File: config.mk
export PLATFORM = sky130hd
export DESIGN_NAME = firmata_receive_parser
export DESIGN_NICKNAME = d
export VERILOG_FILES = /design/src/hdl/frp_pkg.sv /design/src/hdl/firmata_receive_parser.sv
export SDC_FILE = /design/constraint.sdc
export NUM_CORES = 1
export LEC_CHECK = 0
export ABC_AREA = 1
export BUFFER_PORTS_ARGS = -buffer_cell sky130_fd_sc_hd__buf_2
export CORE_ASPECT_RATIO = 2
export CORE_MARGIN = 2
export CORE_UTILIZATION = 50
export CTS_BUF_LIST = sky130_fd_sc_hd__clkbuf_16
export DETAILED_ROUTE_END_ITERATION = 16
export PLACE_DENSITY = 0.74
export REMOVE_ABC_BUFFERS = 1
export SLEW_MARGIN = 20
export SYNTH_ARGS = -nofsm -noshare
export SYNTH_HDL_FRONTEND = slang
export SYNTH_SLANG_ARGS = --single-unit
File: constraint.sdc
create_clock -name aclk -period 2.7 [get_ports aclk]
set_clock_uncertainty 0.2 [all_clocks]
set_input_delay 0.405 -clock aclk [delete_from_list [all_inputs] [get_ports aclk]]
set_output_delay 0.405 -clock aclk [all_outputs]
set_load 0.005 [all_outputs]
File: src/hdl/frp_pkg.sv
// ----------------------------------------------------------------------------
// Firmata receive parser package
// Shared types, command codes and layout constants for the receive parser.
// ----------------------------------------------------------------------------
package frp_pkg;

    localparam int RX_W          = 8;
    localparam int CHAN_W        = 4;
    localparam int VALUE_W       = 14;
    localparam int DATA7_W       = 7;
    localparam int PORT_BITS     = 8;
    localparam int NUM_PINS      = 24;
    localparam int NUM_ANALOG    = 16;
    localparam int CFG_INDEX_W   = 1;
    localparam int CFG_DATA_W    = 24;
    localparam int M_TDATA_W     = 32;
    localparam int M_TUSER_W     = 3;

    // Configuration register indexes
    localparam logic [CFG_INDEX_W-1:0] REG_NEW_PIN_LAYOUT = 1'd0;
    localparam logic [CFG_INDEX_W-1:0] REG_INPUT_PIN_MASK = 1'd1;

    // Command codes (upper nibble for channel commands, full byte otherwise)
    localparam logic [3:0]      CMD_NIB_DIGITAL = 4'h9;
    localparam logic [3:0]      CMD_NIB_ANALOG  = 4'hE;
    localparam logic [RX_W-1:0] CMD_SYSEX_START = 8'hF0;
    localparam logic [RX_W-1:0] CMD_SYSEX_END   = 8'hF7;
    localparam logic [RX_W-1:0] CMD_VERSION     = 8'hF9;

    typedef enum logic [2:0] {
        EV_NONE       = 3'd0,
        EV_DIGITAL    = 3'd1,
        EV_ANALOG     = 3'd2,
        EV_VERSION    = 3'd3,
        EV_SYSEX_BYTE = 3'd4,
        EV_SYSEX_END  = 3'd5
    } event_t;

    typedef enum logic [1:0] {
        PEND_NONE    = 2'd0,
        PEND_DIGITAL = 2'd1,
        PEND_ANALOG  = 2'd2,
        PEND_VERSION = 2'd3
    } pend_t;

    // Port bits that map onto physical pins, by port number and layout.
    function automatic logic [PORT_BITS-1:0] port_bit_mask(input logic [CHAN_W-1:0] port,
                                                           input logic new_layout);
        logic [PORT_BITS-1:0] mask;
        mask = '0;
        case (port)
            4'd0:    mask = 8'hFC;
            4'd1:    mask = new_layout ? 8'hFF : 8'h3F;
            4'd2:    mask = new_layout ? 8'h0F : 8'h3F;
            default: mask = '0;
        endcase
        return mask;
    endfunction

endpackage

File: src/hdl/firmata_receive_parser.sv
// ----------------------------------------------------------------------------
// Firmata receive parser
// Turns a stream of received Firmata bytes into one decoded result per byte.
// ----------------------------------------------------------------------------
// One byte is accepted every clock cycle unless back-pressure holds the input,
// and each byte gives exactly one result transaction. A byte is held in an
// input register, decoded in a single pass against the parser state, and its
// result is written to the output register at the clock edge where the result
// side can take it; the parser state is updated at that same edge, so the next
// byte sees it without any bubble. Back-pressure on the result side stalls the
// input side only once both registers are full. Configuration writes take
// effect on the next clock edge and should only be made while no bytes are in
// flight.
module firmata_receive_parser
    import frp_pkg::*;
(
    input  logic                   aclk,
    input  logic                   aresetn,
    // Configuration write port
    input  logic                   cfg_wr_en,
    input  logic [CFG_INDEX_W-1:0] cfg_index,
    input  logic [CFG_DATA_W-1:0]  cfg_wr_data,
    // Received byte stream
    input  logic                   s_tvalid,
    output logic                   s_tready,
    input  logic [RX_W-1:0]        s_tdata,    // [7:0] rx_byte
    // Decoded result stream
    output logic                   m_tvalid,
    input  logic                   m_tready,
    output logic [M_TDATA_W-1:0]   m_tdata,    // [3:0] channel, [17:4] value,
                                               // [25:18] changed_pins,
                                               // [26] analog_changed, rest zero
    output logic [M_TUSER_W-1:0]   m_tuser     // [2:0] event_res
);

    // Configuration registers
    logic                     new_layout_reg;
    logic [NUM_PINS-1:0]      input_mask_reg;

    // Input stage
    logic                     in_valid_reg;
    logic [RX_W-1:0]          in_byte_reg;

    // Parser state
    logic [1:0]               awaited_reg, awaited_next;
    logic                     in_sysex_reg, in_sysex_next;
    pend_t                    pend_reg, pend_next;
    logic [CHAN_W-1:0]        chan_reg, chan_next;
    logic [DATA7_W-1:0]       first_byte_reg, first_byte_next;
    logic [VALUE_W-1:0]       analog_last_reg [NUM_ANALOG];
    logic [NUM_ANALOG-1:0]    analog_seen_reg, analog_seen_next;
    logic [NUM_PINS-1:0]      pin_last_reg, pin_last_next;
    logic [NUM_PINS-1:0]      pin_seen_reg, pin_seen_next;

    // Result stage
    logic                     out_valid_reg;
    event_t                   out_event_reg, out_event_next;
    logic [CHAN_W-1:0]        out_chan_reg, out_chan_next;
    logic [VALUE_W-1:0]       out_value_reg, out_value_next;
    logic [PORT_BITS-1:0]     out_chg_reg, out_chg_next;
    logic                     out_ach_reg, out_ach_next;

    logic                     advance;
    logic                     analog_wr;
    logic                     digital_upd;
    logic [VALUE_W-1:0]       assembled;
    logic [PORT_BITS-1:0]     port_mask;
    logic [NUM_PINS-1:0]      pin_chg;

    assign advance  = in_valid_reg && (!out_valid_reg || m_tready);
    assign s_tready = !in_valid_reg || advance;

    assign m_tvalid = out_valid_reg;
    assign m_tuser  = out_event_reg;
    assign m_tdata  = {5'b0, out_ach_reg, out_chg_reg, out_value_reg, out_chan_reg};

    assign assembled = {in_byte_reg[DATA7_W-1:0], first_byte_reg};
    assign port_mask = port_bit_mask(chan_reg, new_layout_reg);

    // Decode of one byte against the current state.
    always_comb begin
        awaited_next    = awaited_reg;
        in_sysex_next   = in_sysex_reg;
        pend_next       = pend_reg;
        chan_next       = chan_reg;
        first_byte_next = first_byte_reg;
        out_event_next  = EV_NONE;
        out_chan_next   = '0;
        out_value_next  = '0;
        out_ach_next    = 1'b0;
        analog_wr       = 1'b0;
        digital_upd     = 1'b0;

        if (in_sysex_reg) begin
            if (in_byte_reg == CMD_SYSEX_END) begin
                in_sysex_next  = 1'b0;
                awaited_next   = '0;
                out_event_next = EV_SYSEX_END;
            end else begin
                out_event_next = EV_SYSEX_BYTE;
                out_value_next = VALUE_W'(in_byte_reg);
            end
        end else if (awaited_reg != 2'd0 && !in_byte_reg[RX_W-1]) begin
            awaited_next = awaited_reg - 2'd1;
            if (awaited_next == 2'd1) begin
                first_byte_next = in_byte_reg[DATA7_W-1:0];
            end else if (awaited_next == 2'd0) begin
                case (pend_reg)
                    PEND_DIGITAL: begin
                        out_event_next = EV_DIGITAL;
                        out_chan_next  = chan_reg;
                        out_value_next = assembled;
                        digital_upd    = 1'b1;
                    end
                    PEND_ANALOG: begin
                        out_event_next = EV_ANALOG;
                        out_chan_next  = chan_reg;
                        out_value_next = assembled;
                        out_ach_next   = analog_seen_reg[chan_reg] &&
                                         (analog_last_reg[chan_reg] != assembled);
                        analog_wr      = 1'b1;
                    end
                    PEND_VERSION: begin
                        out_event_next = EV_VERSION;
                        out_value_next = assembled;
                    end
                    default: begin
                        out_event_next = EV_NONE;
                    end
                endcase
            end
        end else begin
            // Command byte, or a data byte nobody is waiting for.
            if (in_byte_reg < CMD_SYSEX_START) begin
                chan_next = in_byte_reg[CHAN_W-1:0];
                if (in_byte_reg[RX_W-1:CHAN_W] == CMD_NIB_DIGITAL) begin
                    awaited_next = 2'd2;
                    pend_next    = PEND_DIGITAL;
                end else if (in_byte_reg[RX_W-1:CHAN_W] == CMD_NIB_ANALOG) begin
                    awaited_next = 2'd2;
                    pend_next    = PEND_ANALOG;
                end
            end else if (in_byte_reg == CMD_VERSION) begin
                awaited_next = 2'd2;
                pend_next    = PEND_VERSION;
            end else if (in_byte_reg == CMD_SYSEX_START) begin
                awaited_next  = '0;
                in_sysex_next = 1'b1;
            end
        end
    end

    // Per-pin change detection; each pin belongs to a fixed port and port bit.
    always_comb begin
        logic [4:0] pin_idx;
        logic       active;
        logic       level;
        pin_last_next = pin_last_reg;
        pin_seen_next = pin_seen_reg;
        pin_chg       = '0;
        for (int p = 0; p < NUM_PINS; p++) begin
            pin_idx = 5'(p);
            level   = assembled[pin_idx[2:0]];
            active  = digital_upd && (chan_reg == CHAN_W'(pin_idx[4:3])) &&
                      port_mask[pin_idx[2:0]] && input_mask_reg[p];
            if (active) begin
                pin_chg[p]       = !pin_seen_reg[p] || (pin_last_reg[p] != level);
                pin_last_next[p] = level;
                pin_seen_next[p] = 1'b1;
            end
        end
        case (chan_reg)
            4'd0:    out_chg_next = pin_chg[7:0];
            4'd1:    out_chg_next = pin_chg[15:8];
            4'd2:    out_chg_next = pin_chg[23:16];
            default: out_chg_next = '0;
        endcase
    end

    always_comb begin
        analog_seen_next = analog_seen_reg;
        if (analog_wr) begin
            analog_seen_next[chan_reg] = 1'b1;
        end
    end

    // Control and state registers
    always_ff @(posedge aclk) begin
        if (!aresetn) begin
            new_layout_reg  <= 1'b1;
            input_mask_reg  <= '0;
            in_valid_reg    <= 1'b0;
            out_valid_reg   <= 1'b0;
            awaited_reg     <= '0;
            in_sysex_reg    <= 1'b0;
            pend_reg        <= PEND_NONE;
            chan_reg        <= '0;
            first_byte_reg  <= '0;
            analog_seen_reg <= '0;
            pin_seen_reg    <= '0;
        end else begin
            if (cfg_wr_en) begin
                if (cfg_index == REG_NEW_PIN_LAYOUT) begin
                    new_layout_reg <= cfg_wr_data[0];
                end else if (cfg_index == REG_INPUT_PIN_MASK) begin
                    input_mask_reg <= cfg_wr_data[NUM_PINS-1:0];
                end
            end
            if (s_tready) begin
                in_valid_reg <= s_tvalid;
            end
            if (advance) begin
                out_valid_reg <= 1'b1;
            end else if (m_tready) begin
                out_valid_reg <= 1'b0;
            end
            if (advance) begin
                awaited_reg     <= awaited_next;
                in_sysex_reg    <= in_sysex_next;
                pend_reg        <= pend_next;
                chan_reg        <= chan_next;
                first_byte_reg  <= first_byte_next;
                analog_seen_reg <= analog_seen_next;
                pin_seen_reg    <= pin_seen_next;
            end
        end
    end

    // Payload registers
    always_ff @(posedge aclk) begin
        if (s_tready && s_tvalid) begin
            in_byte_reg <= s_tdata;
        end
        if (advance) begin
            out_event_reg <= out_event_next;
            out_chan_reg  <= out_chan_next;
            out_value_reg <= out_value_next;
            out_chg_reg   <= out_chg_next;
            out_ach_reg   <= out_ach_next;
            pin_last_reg  <= pin_last_next;
            if (analog_wr) begin
                analog_last_reg[chan_reg] <= assembled;
            end
        end
    end

endmodule

==> summary.txt, run 1 <==
1st-iter DRT viols - 787
die width - 127 um
overall routed net length - 37200 um
clock-pin transition on the worst setup and hold timing paths - 70 ps
commonest non-fill, non-tap cell in the layout - nand2_1
crit end category - flip-flop
FMAX - 0.401 GHz
FILL cells - 2293
fin crit period - 2490 ps
pin count of the biggest net entering global routing - 70
Fin. Hold Viols - 0
maximum VDD drop - 511 uV
worst-path fanout max - 30
Main synth FF type - edfxtp_1
CTS Buf Count - 29
vias in the first global route - 10596
Final Max Slew Viols - 0
Cell variety after synth - 42
min-delay src - aresetn
largest area contributor in the netlist - edfxtp_1
vias per inst - 5.47
pwr/cell area - 636 nW/um^2
final setup margin - 207 ps
HPWL Detailed - 25000 um
Hold WC Path Type - in2reg
row count - 89
number of synthesized register bits - 361
critical path launch point type - flip-flop
RSZ-0062 raised after global routing - no
P_leak - 7.18 nW
EDFF count, synth - 282
DIE HEIGHT - 249 um
Initial Utilization - 50.9%
hold slack - 146 ps
global-route usage over all layers - 23.3%
Inserted Diodes - 0
CTS H-Tree Depth - 1
critical path data required time - 2800 ps
main area contributors after synthesis - edfxtp_1 56%, dfxtp_1 11%, nand2_1 8.6%
register area share after synthesis - 66.9%
Register-to-Register Path Depth - 15
measured slew at the worst slew-check pin - 747 ps
run status - completed
RR Endpoint - out_ach_reg$_SDFFCE_PP0P_
Max-Cap Viols - 0
Clock Path Buffers - 3
Via Count - 10783
max reg flops - 224
commonest non-fill, non-tap cells in the layout - 345 x nand2_1, 282 x edfxtp_1, 165 x nor2_1
Worst Setup EP - out_ach_reg$_SDFFCE_PP0P_
area share of the largest cell type after synthesis - 56.4%
IO Port Bufs - 66
async set-reset flop share out of synthesis - 0%
Skew-Pair Late Insertion Delay - 570 ps
drt pass-1 iters - 7
initial antenna violation count - 0
Nets - 1629
first-pass GRT wire length - 56700 um
Synth Cell Area - 15000 sq um
Core ar. - 29500 sq um
grt total ovfl - 0
final antenna-violating net count - 0
area of the multi-input gates - 4070 sq um
Final Non-Filler Cells - 1971
Reg2Reg Setup Slack - 210 ps
Util after Layout - 59.1%
Area growth syn-to-layout - 16.2%
CTS tree - yes
Post-CTS Setup Bufs - 0
CTS root buffer - clkbuf_16
synth warn - 0
Slew headroom - 50.1%
DP Worst Slack - 113 ps
GP Congestion - 0.936
Post-Synthesis Cells - 1453
share of cells above drive strength 1 - 13.2%
Avg Cell Area, Syn - 10.3 sq um
Ports - 75
DP Cell Count - 1883
total power - 11.1 mW
Total Die Area - 31500 sq um
drt wl/cell - 18.9 um
clock sink count - 361
arrival time worst endpoint - 2590 ps
Final setup viols - 0
register area - 10100 sq um
share of the clock period used by the worst path - 92.3%
remaining routing DRC violations - 0
critical setup path kind - reg2reg
==> final cells by class <==
type / count / share of cell area, %
Clock buffer: 31 / 4.45
Clock inverter: 23 / 0.997
Inverter: 145 / 3.13
Multi-Input combinational cell: 878 / 23.3
Sequential cell: 361 / 57.6
Tap cell: 364 / 2.61
Timing Repair Buffer: 169 / 7.88
==> logic make-up after synthesis <==
logic type / Yosys count / share of synthesized area, %
xor+xnor: 18 / 1.05
fa+ha+maj: 7 / 0.583
buf+inv: 218 / 6.25
flops: 361 / 66.9
compound gates: 157 / 6.17
simple gates: 691 / 19.0
other cells: 1 / 0.0250
==> timing repair <==
item / CTS / global route
hold buffers: 34 / 0
setup endpoints to repair: 0 / 157
resized for setup: 0 / 12
endpoints found under the hold margin: 31 / 0
==> synthesized netlist by cell type, types with 5 or more instances <==
cell type  number
nand2_1       345
edfxtp_1      282
nor2_1        174
nand3_1       157
inv_1         136
dfxtp_1        79
o21ai_0        64
a21oi_1        32
buf_2          30
o211ai_1       22
clkbuf_1       21
xor2_1         14
buf_4          13
o21a_1          8
o22ai_1         8
ha_1            7
inv_2           7
o21ai_1         5
==> stage by stage <==
stage	TNS (ps)	area [sq um]
finish	0	17500
global route	0	17500
CTS	0	17400
detailed placement	0	16100
global placement	0	16100
floorplan	-121000	14600
==> critical path, stage by stage, from the launching register on <==
cell and delay (ps):
dfxtp_4 380, inv_4 260, buf_12 230, nand2_1 70, nand2_1 80, nand2_1 60, nand3_1 100, nand3_1 120
nand2_1 90, nand2_1 50, nand2_1 50, nand2_1 40, nor2_1 230, nand2_1 80, nor2_1 90, nor2_1 70
==> where the power goes <==
part | total [mW] | internal [mW] | switching [mW]
combinational | 0.831 | 0.280 | 0.551
clock | 4.22 | 2.28 | 1.94
sequential | 6.05 | 6.00 | 0.0476
==> worst min-delay path by stage <==
stage / end / slack [ps] / cells past startpoint
6_report: pin_seen_reg[19]$_SDFFE_PN0P_ / 150 / 3
5_1_grt: pin_seen_reg[19]$_SDFFE_PN0P_ / 160 / 3
4_1_cts: pin_seen_reg[19]$_SDFFE_PN0P_ / 160 / 3
3_5_place_dp: pin_seen_reg[6]$_SDFFE_PN0P_ / 250 / 1
3_3_place_gp: pin_seen_reg[6]$_SDFFE_PN0P_ / 240 / 1
2_1_floorplan: input_mask_reg[8]$_SDFFE_PN0P_ / 230 / 2
==> layer usage <==
layer	up-vias	wire [um]	GRT usage (%)
met5	-	0	0
li1	5111	-	-
met2	486	20300	43.8
met3	126	2570	2.60
met1	5060	12200	24.6
met4	0	2140	13.5
(Power assumes the default switching activity.)
==> run 2, diff against run 1 <==
- BUFFER_PORTS_ARGS: -buffer_cell sky130_fd_sc_hd__buf_2 -> default
- DONT_BUFFER_PORTS: default -> 1
- PLACE_DENSITY: 0.74 -> 0.72
==> run 2 against run 1 <==
Cell count decreased by 3.8%. Sequential power about the same. First-iteration DRC count decreased by 9.9%. Largest power group unchanged. Highest routed layer unchanged.
==> summary.txt, run 2 (synthesis results as in run 1) <==
global-route usage over all layers - 23.1% (-0.21 points)
max reg flops - 224 (unchanged)
fin crit period - 2610 ps (+117 ps)
worst-path fanout max - 14 (-53%)
critical setup path kind - reg2reg
1st-iter DRT viols - 709 (-9.9%)
hold path cells - 3 (unchanged)
Skew-Pair Late Insertion Delay - 560 ps (about the same)
Max stage delay on crit path - 340 ps (-40 ps)
CTS tree - yes
clock sink count - 361 (unchanged)
P_leak - 6.90 nW (-3.9%)
CTS root buffer - clkbuf_16
Max-Cap Viols - 0 (unchanged)
Crit-path slowest cell - dfxtp_1
critical path launch point type - flip-flop
Ports - 75 (unchanged)
total power - 11.0 mW (-0.71%)
maximum VDD drop - 590 uV (+15%)
Total Die Area - 31500 sq um (unchanged)
drt wl/cell - 19.4 um (+2.8%)
Post-CTS Setup Bufs - 0 (unchanged)
Final setup viols - 0 (unchanged)
CTS H-Tree Depth - 1 (unchanged)
Inserted Diodes - 0 (unchanged)
Net Switching - 2.50 mW (-1.6%)
arrival time worst endpoint - 2660 ps (+70 ps)
pin count of the biggest net entering global routing - 62 (-11%)
commonest non-fill, non-tap cells in the layout - 345 x nand2_1, 282 x edfxtp_1, 164 x nor2_1
measured slew at the worst slew-check pin - 685 ps (-62.3 ps)
Slew headroom - 54.3% (+4.2 points)
most used cell, CP - nor2_1
commonest non-fill, non-tap cell in the layout - nand2_1
IO Port Bufs - 0 (-100%)
clock-pin transition on the worst setup and hold timing paths - 70 ps (about the same)
RSZ-0062 raised after global routing - yes
GP Congestion - 0.967 (+3.3%)
critical path data required time - 2750 ps (-50 ps)
Initial Utilization - 50.9% (unchanged)
overall routed net length - 36800 um (-1.0%)
DIE HEIGHT - 249 um (unchanged)
FMAX - 0.383 GHz (-4.5%)
first-pass GRT wire length - 56100 um (-1.0%)
run status - completed
die width - 127 um (unchanged)
Clock Path Buffers - 3 (unchanged)
row count - 89 (unchanged)
grt total ovfl - 0 (unchanged)
vias in the first global route - 10375 (-2.1%)
Pint - 8.52 mW (-0.44%)
Fin. Hold Viols - 0 (unchanged)
remaining routing DRC violations - 0 (unchanged)
crit end category - flip-flop
Via Count - 10340 (-4.1%)
Area growth syn-to-layout - 14.3%
pwr/cell area - 642 nW/um^2 (+0.96%)
vias per inst - 5.45 (-0.37%)
final antenna-violating net count - 0 (unchanged)
clock share of power - 37.8% (-0.2 points)
Util after Layout - 58.2% (-0.98 points)
initial antenna violation count - 0 (unchanged)
share of cells above drive strength 1 - 9.46% (-3.7 points)
CTS Buf Count - 28 (-3.4%)
share of the clock period used by the worst path - 96.7% (+4.3 points)
Nets - 1556 (-4.5%)
Hold WC Path Type - in2reg
Comb power frac - 7.2% (-0.3 points)
drt pass-1 iters - 5 (-2)
Flop pwr share - 55.0% (+0.5 points)
Register-to-Register Path Depth - 12 (-3)
Final Max Slew Viols - 0 (unchanged)
Core ar. - 29500 sq um (unchanged)
HPWL Detailed - 24100 um (-3.5%)
final setup TNS - 0 ps (unchanged)
sw frac - 22.7% (-0.21 points)
CP Cell Sequence - inv_1 > ha_1 > nor2_2 > inv_2 > nor2_2 > nand3_2 > nor2_1 > nand2_1 > nor2_1 > inv_1 > nor2_1 > buf_6
==> run 2: final timing paths <==
| path | from | slack, ps | end |
|---|---|---|---|
| worst min-delay path | cfg_wr_en | 80 | input_mask_reg[8]$_SDFFE_PN0P_ |
| worst max register to register | awaited_reg[0]$_SDFFE_PN0P_ | 90 | analog_last_reg[15][1]$_DFFE_PP_ |
| worst min register to register | pin_seen_reg[11]$_SDFFE_PN0P_ | 260 | pin_seen_reg[11]$_SDFFE_PN0P_ |
| worst max-delay path | awaited_reg[0]$_SDFFE_PN0P_ | 90 | analog_last_reg[15][1]$_DFFE_PP_ |
==> run 2: worst max-delay path, delay by kind of cell (launching register included) <==
kind	cells	cell delay (ps)
AND/OR/NAND/NOR	7	1020
buffers and inverters	4	510
flip-flops	1	340
adder cells (fa/ha/maj)	1	220
==> run 2: area by class of cell <==
type	count	area, sq um
clock inverters	23	206
flip-flops and latches	361	10100
multi-input cells	878	4070
fillers	2293	12300
inverters	145	549
clock buffers	29	726
repair buffers	97	1100
well taps	364	455
==> run 2: metrics by stage <==
stage / hold slack [ps] / setup WS, ps / area, sq um / instances
2_1_floorplan: 229 / -1890 / 14600 / 1384
6_report: 83.5 / 89.3 / 17200 / 1897
4_1_cts: 61.7 / 143 / 17100 / 1895
3_3_place_gp: 241 / 246 / 15800 / 1810
5_1_grt: 117 / -69.9 / 17200 / 1897
3_5_place_dp: 250 / 164 / 15800 / 1810
==> run 2: repair_timing <==
item	4_1_cts	5_1_grt
setup endpoints to repair	0	172
hold buffers	33	0
hold endpoints to repair	59	0
resized for setup	0	19
==> run 2: power by group through the flow <==
| stage | Combinational [mW] | Sequential, mW | Clock, mW |
|---|---|---|---|
| 6_report | 0.794 | 6.06 | 4.17 |
| 5_1_grt | 0.879 | 6.06 | 4.42 |
| 4_1_cts | 0.781 | 6.06 | 4.23 |
| 3_5_place_dp | 0.727 | 6.18 | 0 |
| 3_3_place_gp | 0.714 | 6.18 | 0 |
| 2_1_floorplan | 0.399 | 6.22 | 0 |
==> run 2: routing by layer <==
layer / up-vias / GRT usage, % / share of wire [%]
met1: 4866 / 24.9 / 35
met5: - / 0 / 0
met4: 0 / 12.7 / 6.3
li1: 4970 / - / -
met3: 123 / 2.45 / 5.0
met2: 381 / 43.3 / 54
==> run 3, diff against run 2 <==
- RECOVER_POWER: default -> 25
- SLEW_MARGIN: 20 -> 0
==> run 3 against run 2 <==
Worst setup slack better by 7.6 ps. Global-route usage stayed put. Register-to-register slack is essentially flat. Hold slack hardly changed. First-iteration DRC count shrank 2.7%. Fmax is 0.29% higher. Cell count is the same. Critical path type unchanged. Highest routed layer unchanged.
==> summary.txt, run 3 (synthesis results as in run 1) <==
run status - completed
final antenna-violating net count - 0 (unchanged)
FMAX - 0.384 GHz (+0.29%)
commonest non-fill, non-tap cells in the layout - 345 x nand2_1, 282 x edfxtp_1, 164 x nor2_1
Hold WC Path Type - in2reg
DP Worst Slack - 164 ps (unchanged)
Max-Cap Viols - 0 (unchanged)
global-route usage over all layers - 23.1% (unchanged)
fin crit period - 2600 ps (-7.57 ps)
Ports - 75 (unchanged)
HPWL Detailed - 24100 um (unchanged)
Final Max Slew Viols - 0 (unchanged)
Final Non-Filler Cells - 1897 (unchanged)
critical path launch point type - flip-flop
critical path data required time - 2750 ps (about the same)
Via Count - 10306 (-0.33%)
worst-path fanout max - 14 (unchanged)
pwr/cell area - 643 nW/um^2 (about the same)
Total Die Area - 31500 sq um (unchanged)
vias per inst - 5.43 (-0.33%)
max reg flops - 224 (unchanged)
critical setup path kind - reg2reg
crit end category - flip-flop
final setup margin - 96.8 ps (+7.57 ps)
CP Cell Sequence - inv_1 > ha_1 > nor2_2 > inv_2 > nor2_2 > nand3_2 > nor2_1 > nand2_1 > nor2_1 > inv_1 > nor2_1 > buf_6
overall routed net length - 36800 um (about the same)
Core ar. - 29500 sq um (unchanged)
total power - 11.0 mW (about the same)
row count - 89 (unchanged)
1st-iter DRT viols - 690 (-2.7%)
commonest non-fill, non-tap cell in the layout - nand2_1
Crit-path slowest cell - dfxtp_1
share of the clock period used by the worst path - 96.4% (-0.28 points)
first-pass GRT wire length - 56100 um (unchanged)
drt wl/cell - 19.4 um (about the same)
Max stage delay on crit path - 340 ps (about the same)
pin count of the biggest net entering global routing - 62 (unchanged)
CTS tree - yes
die width - 127 um (unchanged)
DIE HEIGHT - 249 um (unchanged)
drt pass-1 iters - 5 (unchanged)
share of cells above drive strength 1 - 9.07% (-0.39 points)
initial antenna violation count - 0 (unchanged)
Util after Layout - 58.1% (-0.076 points)
Inserted Diodes - 0 (unchanged)
IO Port Bufs - 0 (unchanged)
Skew-Pair Late Insertion Delay - 560 ps (about the same)
register area - 10100 sq um (unchanged)
Clock Path Buffers - 3 (unchanged)
measured slew at the worst slew-check pin - 1170 ps (+490 ps)
Final setup viols - 0 (unchanged)
CTS Buf Count - 28 (unchanged)
CTS root buffer - clkbuf_16
most used cell, CP - nor2_1
Reg2Reg Setup Slack - 100 ps (about the same)
Area growth syn-to-layout - 14.1%
RSZ-0062 raised after global routing - yes
grt total ovfl - 0 (unchanged)
Post-CTS Setup Bufs - 0 (unchanged)
clock sink count - 361 (unchanged)
DP Cell Count - 1810 (unchanged)
P_leak - 6.88 nW (-0.33%)
clock-pin transition on the worst setup and hold timing paths - 70 ps (about the same)
Initial Utilization - 50.9% (unchanged)
Slew headroom - 21.7% (-33 points)
Nets - 1556 (unchanged)
area of the multi-input gates - 4070 sq um (unchanged)
arrival time worst endpoint - 2660 ps (about the same)
remaining routing DRC violations - 0 (unchanged)
CTS H-Tree Depth - 1 (unchanged)
Fin. Hold Viols - 0 (unchanged)
FILL cells - 2301 (+0.35%)
maximum VDD drop - 590 uV (about the same)
GP Congestion - 0.967 (unchanged)
vias in the first global route - 10375 (unchanged)
[run 3: cell count changes in the layout (fill, tap and decap cells not counted), sizes merged]
cell,change
clkbuf,+6
buf,-6
[run 3: path summary, 6_finish.rpt]
check / startpoint / to / depth (start not counted)
setup / recovery: awaited_reg[0]$_SDFFE_PN0P_ / analog_last_reg[15][1]$_DFFE_PP_ / 12
hold / removal: cfg_wr_en / input_mask_reg[8]$_SDFFE_PN0P_ / 3
setup reg to reg: awaited_reg[0]$_SDFFE_PN0P_ / analog_last_reg[15][1]$_DFFE_PP_ / 12
hold reg to reg: pin_seen_reg[11]$_SDFFE_PN0P_ / pin_seen_reg[11]$_SDFFE_PN0P_ / 2
[run 3: stage by stage]
step / cell area (sq um) / setup TNS, ps / hold WS (ps)
floorplan: 14600 / -121000 / 229
global placement: 15800 / 0 / 241
detailed placement: 15800 / 0 / 250
CTS: 17100 / 0 / 61.7
global route: 17100 / -3450 / 117
finish: 17100 / 0 / 83.0
[run 3: routing by layer]
layer | part of all wire [%] | GRT usage [%] | vias up
met2 | 54 | 43.3 | 379
met4 | 6.5 | 12.7 | 0
met3 | 5.4 | 2.45 | 125
li1 | - | - | 4966
met5 | 0 | 0 | -
met1 | 34 | 24.9 | 4836
[run 3: report_power, final]
part / switching [mW] / total [mW] / internal (mW) / leakage (nW)
Clock: 1.91 / 4.17 / 2.26 / 0.463
Combinational: 0.533 / 0.791 / 0.258 / 2.89
Sequential: 0.0562 / 6.06 / 6.00 / 3.52
[run 3: what timing repair did]
action / 4_1_cts / 5_1_grt
setup endpoints to repair: 0 / 172
endpoints found under the hold margin: 59 / 0
hold buffers: 33 / 0
gates resized for setup: 0 / 19
[run 3: final cells by class]
type                       instances  area share [%]
clock buffer                      29            4.23
sequential                       361            58.7
multi-input combinational        878            23.8
timing repair buffer              97            6.28
clock inverter                    23            1.20
tap                              364            2.66
inverter                         145            3.20
[run 3: worst max-delay path, delay by kind of cell, from the launching register on]
family	cells	cell delay (ps)
buffers and inverters	4	510
and+or+nand+nor	7	1020
DFF	1	340
adders and majority gates	1	220
